[config.mk]
export PLATFORM = sky130hd
export DESIGN_NAME = midi_message_parser
export DESIGN_NICKNAME = d
export VERILOG_FILES = /design/src/design/mmp_pkg.sv /design/src/design/midi_message_parser.sv
export SDC_FILE = /design/constraint.sdc
export NUM_CORES = 1
export LEC_CHECK = 0
export ABC_CLOCK_PERIOD_IN_PS = 3540
export BUFFER_PORTS_ARGS = -buffer_cell sky130_fd_sc_hd__buf_4
export CAP_MARGIN = 10
export CORE_MARGIN = 1.5
export CORE_UTILIZATION = 43
export DETAILED_ROUTE_END_ITERATION = 8
export GPL_TIMING_DRIVEN = 1
export HOLD_SLACK_MARGIN = 0.08
export PLACE_DENSITY_LB_ADDON = 0.05
export SLEW_MARGIN = 15
export SYNTH_ARGS = -nofsm -noshare
export SYNTH_HDL_FRONTEND = slang
export SYNTH_SLANG_ARGS = --single-unit
[constraint.sdc]
create_clock -name clk -period 3.54 [get_ports clk]
set_clock_uncertainty 0.05 [all_clocks]
set_input_delay 0.708 -clock clk [delete_from_list [all_inputs] [get_ports clk]]
set_output_delay 0.708 -clock clk [all_outputs]
set_load 0.005 [all_outputs]
[src/design/mmp_pkg.sv]
package mmp_pkg;

  // Parse phase codes
  localparam logic [1:0] PH_IDLE  = 2'd0;
  localparam logic [1:0] PH_DATA1 = 2'd1;
  localparam logic [1:0] PH_DATA2 = 2'd2;
  localparam logic [1:0] PH_SYSEX = 2'd3;

  // Status byte values
  localparam logic [7:0] ST_NOTE_OFF    = 8'h80;
  localparam logic [7:0] ST_NOTE_ON     = 8'h90;
  localparam logic [7:0] ST_POLY_AT     = 8'hA0;
  localparam logic [7:0] ST_CTRL_CHG    = 8'hB0;
  localparam logic [7:0] ST_PROG_CHG    = 8'hC0;
  localparam logic [7:0] ST_CHAN_AT     = 8'hD0;
  localparam logic [7:0] ST_PITCH_BEND  = 8'hE0;
  localparam logic [7:0] ST_SYSEX       = 8'hF0;
  localparam logic [7:0] ST_QFRAME      = 8'hF1;
  localparam logic [7:0] ST_SONG_POS    = 8'hF2;
  localparam logic [7:0] ST_SONG_SEL    = 8'hF3;
  localparam logic [7:0] ST_UNDEF_F4    = 8'hF4;
  localparam logic [7:0] ST_UNDEF_F5    = 8'hF5;
  localparam logic [7:0] ST_TUNE_REQ    = 8'hF6;
  localparam logic [7:0] ST_EOX         = 8'hF7;
  localparam logic [7:0] ST_REALTIME    = 8'hF8;

  localparam logic [7:0] HI_NIBBLE_MASK = 8'hF0;
  localparam logic [7:0] LO_NIBBLE_MASK = 8'h0F;

  // One completed message
  typedef struct packed {
    logic [7:0] status;
    logic [3:0] channel;
    logic [6:0] data1;
    logic [6:0] data2;
  } msg_t;

  function automatic logic is_one_byte_status(input logic [7:0] st);
    return (st == ST_PROG_CHG) || (st == ST_CHAN_AT) ||
           (st == ST_QFRAME) || (st == ST_SONG_SEL);
  endfunction

  function automatic logic is_two_byte_status(input logic [7:0] st);
    return (st == ST_NOTE_OFF) || (st == ST_NOTE_ON) || (st == ST_POLY_AT) ||
           (st == ST_CTRL_CHG) || (st == ST_PITCH_BEND) || (st == ST_SONG_POS);
  endfunction

endpackage

[src/design/midi_message_parser.sv]
// Channel  | Direction | Handshake           | Payload
// ---------+-----------+---------------------+------------------------------------------
// input    | in        | in_valid / in_ready | midi_byte
// result   | out       | out_valid/out_ready | msg_status, msg_channel, msg_data1, msg_data2
//
// One byte is taken every cycle unless the skid register is full; a completed
// message is registered in the result register, or in the skid register if a result waits.
// The parse state updates in the same cycle as the byte transaction; the result
// register plus a one-entry skid register let bytes keep flowing while a result
// waits. in_ready drops only while the skid register holds a result.
// rst (synchronous, active high) clears the parse state and empties both
// result registers; no clearing pass is needed.
module midi_message_parser (
  input  logic       clk,
  input  logic       rst,
  input  logic       in_valid,
  output logic       in_ready,
  input  logic [7:0] midi_byte,
  output logic       out_valid,
  input  logic       out_ready,
  output logic [7:0] msg_status,
  output logic [3:0] msg_channel,
  output logic [6:0] msg_data1,
  output logic [6:0] msg_data2
);
  import mmp_pkg::*;

  // Parser state
  logic [7:0] running_status, running_status_next;
  logic       status_known, status_known_next;
  logic [3:0] chan_reg, chan_reg_next;
  logic [6:0] first_data, first_data_next;
  logic [6:0] second_data, second_data_next;
  logic [1:0] parse_phase, parse_phase_next;

  // Result path: output register and skid register
  msg_t out_msg;
  msg_t skid_msg;
  logic skid_valid;

  logic       in_accept;
  logic       out_pop;
  logic       emit;
  logic [7:0] emit_status;
  logic [6:0] data_bits;
  logic       one_byte;
  logic       two_byte;
  msg_t       new_msg;

  assign in_ready  = !skid_valid;
  assign in_accept = in_valid && in_ready;
  assign out_pop   = out_valid && out_ready;
  assign data_bits = midi_byte[6:0];

  // Message length lookups only count when a status is actually held
  assign one_byte = status_known && is_one_byte_status(running_status);
  assign two_byte = status_known && is_two_byte_status(running_status);

  // Decode one byte against the current parse state
  always_comb begin
    running_status_next = running_status;
    status_known_next   = status_known;
    chan_reg_next       = chan_reg;
    first_data_next     = first_data;
    second_data_next    = second_data;
    parse_phase_next    = parse_phase;
    emit                = 1'b0;
    emit_status         = running_status;

    if (midi_byte[7]) begin
      priority if (midi_byte < ST_SYSEX) begin
        // Channel voice status: latch type and channel, wait for data
        running_status_next = midi_byte & HI_NIBBLE_MASK;
        chan_reg_next       = midi_byte[3:0];
        status_known_next   = 1'b1;
        parse_phase_next    = PH_DATA1;
      end else if (midi_byte < ST_REALTIME) begin
        // System common status
        running_status_next = midi_byte;
        status_known_next   = 1'b1;
        emit_status         = midi_byte;
        priority if (midi_byte == ST_SYSEX) begin
          parse_phase_next = PH_SYSEX;
        end else if (midi_byte == ST_EOX) begin
          parse_phase_next = PH_IDLE;
          emit             = 1'b1;
        end else if (midi_byte == ST_UNDEF_F4 || midi_byte == ST_UNDEF_F5 ||
                     midi_byte == ST_TUNE_REQ) begin
          // Complete at once, phase left alone
          emit = 1'b1;
        end else begin
          parse_phase_next = PH_DATA1;
        end
      end else begin
        // Real-time byte: drop it, state untouched
      end
    end else begin
      unique case (parse_phase)
        PH_DATA1: begin
          first_data_next = data_bits;
          if (one_byte) begin
            parse_phase_next = PH_IDLE;
            emit             = 1'b1;
          end else begin
            parse_phase_next = PH_DATA2;
          end
        end
        PH_DATA2: begin
          second_data_next = data_bits;
          if (two_byte) begin
            parse_phase_next = PH_IDLE;
            emit             = 1'b1;
            // Note-on with zero velocity reads as note-off
            if (running_status == ST_NOTE_ON && data_bits == 7'd0) begin
              emit_status = ST_NOTE_OFF;
            end
          end else begin
            running_status_next = 8'h00;
            status_known_next   = 1'b0;
            parse_phase_next    = PH_IDLE;
          end
        end
        PH_SYSEX: begin
          // Absorb sysex payload
        end
        PH_IDLE: begin
          // Running status
          priority if (one_byte) begin
            first_data_next = data_bits;
            emit            = 1'b1;
          end else if (status_known && running_status < ST_SYSEX) begin
            first_data_next  = data_bits;
            parse_phase_next = PH_DATA2;
          end else begin
            // Stray data byte: clear the status
            running_status_next = 8'h00;
            status_known_next   = 1'b0;
            parse_phase_next    = PH_IDLE;
          end
        end
      endcase
    end
  end

  // The result carries the values as they stand after this byte
  assign new_msg.status  = emit_status;
  assign new_msg.channel = chan_reg_next;
  assign new_msg.data1   = first_data_next;
  assign new_msg.data2   = second_data_next;

  // Advance parser state on each input transaction
  always_ff @(posedge clk) begin
    if (rst) begin
      running_status <= 8'h00;
      status_known   <= 1'b0;
      chan_reg       <= 4'd0;
      first_data     <= 7'd0;
      second_data    <= 7'd0;
      parse_phase    <= PH_IDLE;
    end else if (in_accept) begin
      running_status <= running_status_next;
      status_known   <= status_known_next;
      chan_reg       <= chan_reg_next;
      first_data     <= first_data_next;
      second_data    <= second_data_next;
      parse_phase    <= parse_phase_next;
    end
  end

  // Result register with skid stage
  always_ff @(posedge clk) begin
    if (rst) begin
      out_valid  <= 1'b0;
      skid_valid <= 1'b0;
    end else if (skid_valid) begin
      // No input transaction here; refill output from skid on pop
      if (out_pop) begin
        out_msg    <= skid_msg;
        skid_valid <= 1'b0;
      end
    end else if (in_accept && emit) begin
      if (!out_valid || out_pop) begin
        out_msg   <= new_msg;
        out_valid <= 1'b1;
      end else begin
        skid_msg   <= new_msg;
        skid_valid <= 1'b1;
      end
    end else if (out_pop) begin
      out_valid <= 1'b0;
    end
  end

  assign msg_status  = out_msg.status;
  assign msg_channel = out_msg.channel;
  assign msg_data1   = out_msg.data1;
  assign msg_data2   = out_msg.data2;

`ifndef SYNTH
  // Skid register is only ever filled behind a held result
  a_skid_behind_out: assert property (@(posedge clk) disable iff (rst)
    skid_valid |-> out_valid)
    else $error("skid register holds a result while output register is empty");

  // Every delivered message carries a status byte
  a_status_bit7: assert property (@(posedge clk) disable iff (rst)
    out_valid |-> msg_status[7])
    else $error("result status without bit 7");

  // A real-time byte leaves the parse state untouched
  a_realtime_hold: assert property (@(posedge clk) disable iff (rst)
    (in_accept && midi_byte >= ST_REALTIME) |=>
      ($stable(running_status) && $stable(parse_phase) && $stable(status_known)))
    else $error("real-time byte changed parser state");

  // No usable status means the status register is cleared
  a_status_cleared: assert property (@(posedge clk) disable iff (rst)
    !status_known |-> (running_status == 8'h00))
    else $error("running status held without status_known");
`endif

endmodule

==> impl_metrics.csv <==
group,metric,value,unit
worst_setup_path,required,3.52,ns
worst_setup_path,reg2reg_depth,6,
timing,period_minus_slack,2.69,ns
synth,synth_edf_count,52,
worst_setup_path,slowest_delay,0.42,ns
synth,yosys_warnings,0,
clocking,clk_path_buf_depth,2,
routing,avgRoutedWirePerCell,18.7,um
synth,synth_top_area_share,42.3,%
clocking,clk_pin_slew,0.09,ns
cells_and_area,num_antenna_cells,0,
worst_setup_path,critPathMaxFanout,18,
worst_hold_path,min_path_type,"flip-flop to flip-flop",
cells_and_area,largest_reg_flops,26,
synth,yosysTopAreaCell,"edfxtp_1",
cells_and_area,regMostFlops,"skid_msg",
worst_hold_path,hp-start,"first_data[1]",
timing,max_freq,0.372,GHz
clocking,cts_hold_buffers,0,
synth,synth_area,0.00369,mm^2
cells_and_area,area_delta_synth_final,16.7,%
timing,rsz0062_at_grt,"false",
worst_setup_path,endpoint_kind,"flip-flop",
synth,yosysSeqAreaShare,59.1,%
floorplanning,core,0.00826,mm^2
timing,hold_viol_final,0,
clocking,cts_max_level,3,
routing,dr_total_vias,2537,
cells_and_area,drive_above_1_share,32.4,%
power_and_ir_drop,fin_total_pwr,1.98,mW
routing,drc,0,
routing,via_per_inst,5.63,
cells_and_area,instances_no_fill,451,
synth,synth_area_leaders,"edfxtp_1 (42%), dfxtp_1 (17%), mux2_2 (12%), nor2_1 (2.6%), a22o_1 (1.7%)",
global_routing,grt_pass1_wl,13400,um
synth,synth-seq-cells,83,
cells_and_area,seqCellArea,0.00218,mm^2
synth,synth_nets,315,
cells_and_area,finish.utilization,52.2,%
floorplanning,initial_utilization,44.7,%
worst_setup_path,cp_cell_sequence,"or3_4 > a211oi_2 > o21ai_1 > a211o_1 > a2111oi_4 > buf_4",
timing,slew_headroom,25.1,%
global_routing,antenna_found_initial,0,
timing,fin_crit_sh,76.0,%
worst_setup_path,r2r_slack,0.85,ns
floorplanning,rows,33,
synth,syn_inst,299,
timing,final.setup.tns,0,ns
power_and_ir_drop,p_leak,1.60,nW
worst_setup_path,r2r-start,"running_status[0]",
power_and_ir_drop,vdd_drop_max,157,uV
global_routing,grt_use_total,20.0,%
floorplanning,die_x,95.7,um
clocking,cts_tree,"built",
global_routing,grt_pass1_vias,2475,
run_status,status,"finished clean",
worst_setup_path,cpMaxStageDelayCell,"or3_4",
routing,routed_wl,8410,um
worst_hold_path,min_to,"first_data[1]",
routing,drt_pass1_iterations,4,
timing,maxSlewViolCount,0,
cells_and_area,nFillCells,736,
timing,tightestPinTransition,1.12,ns
worst_setup_path,critPathKind,"flip-flop to flip-flop",
placement,gp_congestion,0.872,
worst_setup_path,worstSetupStartpointType,"flip-flop",
routing,drt_iter0_drc,172,
clocking,cts_setup_buffers,0,
clocking,clk_latency,0.35,ns
placement,dp.cells,435,
global_routing,overflow,0,
synth,yosysUniqueCellTypes,50,
clocking,cts.sinks,83,
placement,hpwlAfterDp,5560,um
clocking,cts_resized,0,
synth,synth_common_cells,"edfxtp_1 (52), mux2_2 (38), dfxtp_1 (31)",
placement,portBuffers,39,
clocking,root_buffer,"clkbuf_8",
synth,async_flop_share,0,%
synth,avgSynthCellArea,12.4,um^2
cells_and_area,fin_nets,357,
floorplanning,io_pins,40,
clocking,cts_buffers,9,
flow_run,maxCapViolations,0,
cells_and_area,multiInputGateArea,0.00142,mm^2
floorplanning,die_h,95.7,um
worst_setup_path,rr_endpoint,"skid_msg[13]",
global_routing,grt_max_degree,25,
synth,ys.flop_type,"edfxtp_1",
timing,setup_violations,0,
worst_hold_path,min_path_cells,2,
power_and_ir_drop,pwr_density_cell,460,mW/mm^2
routing,antenna_left,0,
worst_setup_path,crit_arrival,2.67,ns
synth,yosysMostFrequentCell,"edfxtp_1",
floorplanning,die_area,0.00915,mm^2
-- worst max-delay path: cells and delay by family (launching register included) --
family / cells / cell delay, ns
compound gates: 4 / 1.15
buf+inv: 1 / 0.35
flops: 1 / 0.37
simple gates: 1 / 0.42
-- report_power, final --
part	internal (mW)	switching, mW
logic	0.0927	0.119
registers	1.06	0.0211
clock network	0.329	0.363
total	1.48	0.503
-- cell usage in the layout, fill, tap and decap left out, drive strengths merged, types with 4 or more instances in the layout --
master  instances
edfxtp         52
buf            47
mux2           38
dfxtp          31
nor2           26
nand2          13
nand3          12
nor3           11
o21ai          11
a21oi          10
clkbuf          9
inv             9
a22o            7
nand4           5
nand2b          5
a31oi           5
ha              4
-- worst max path at each step --
stage | cells past startpoint | slack (ns) | end | from
2_1_floorplan | 5 | 0.16 | msg_channel[0] | midi_byte[7]
3_3_place_gp | 6 | 0.71 | skid_msg[12] | midi_byte[7]
3_5_place_dp | 6 | 0.74 | skid_msg[10] | midi_byte[7]
4_1_cts | 7 | 0.83 | msg_data1[2] | parse_phase[0]
5_1_grt | 7 | 0.63 | msg_data1[0] | parse_phase[0]
6_report | 6 | 0.85 | skid_msg[13] | running_status[0]
-- final cells by class --
class                           instances  area share, %
Inverter                                8          0.696
Tap cell                              105           3.05
Clock buffer                            9           2.87
Timing Repair Buffer                   47           8.18
Multi-Input combinational cell        192           32.8
Clock inverter                          7           1.77
Sequential cell                        83           50.6
-- metal layers --
metal	up-vias	track usage, %	routed length [um]
met4	0	7.35	116
met2	72	28.7	3670
met5	-	0	0
met1	1243	29.5	4250
met3	11	4.31	379
li1	1211	-	-
-- kinds of logic after synthesis --
group,Yosys count,share of synthesized area [%]
buffers and inverters,24,2.78
AOI/OAI and AO/OA,60,12.3
DFF,83,59.1
muxes,39,11.9
and+or+nand+nor,89,12.7
adders and majority gates,4,1.36
-- stage by stage --
stage	cell area (um^2)	setup WS [ns]	hold slack, ns
after CTS	4310	0.833	0.431
final	4310	0.851	0.430
after global placement	4110	0.708	0.410
after floorplan	3690	0.156	0.400
after detailed placement	4110	0.743	0.418
after global routing	4310	0.632	0.460
No activity file was read; power rests on OpenSTA's default activity.
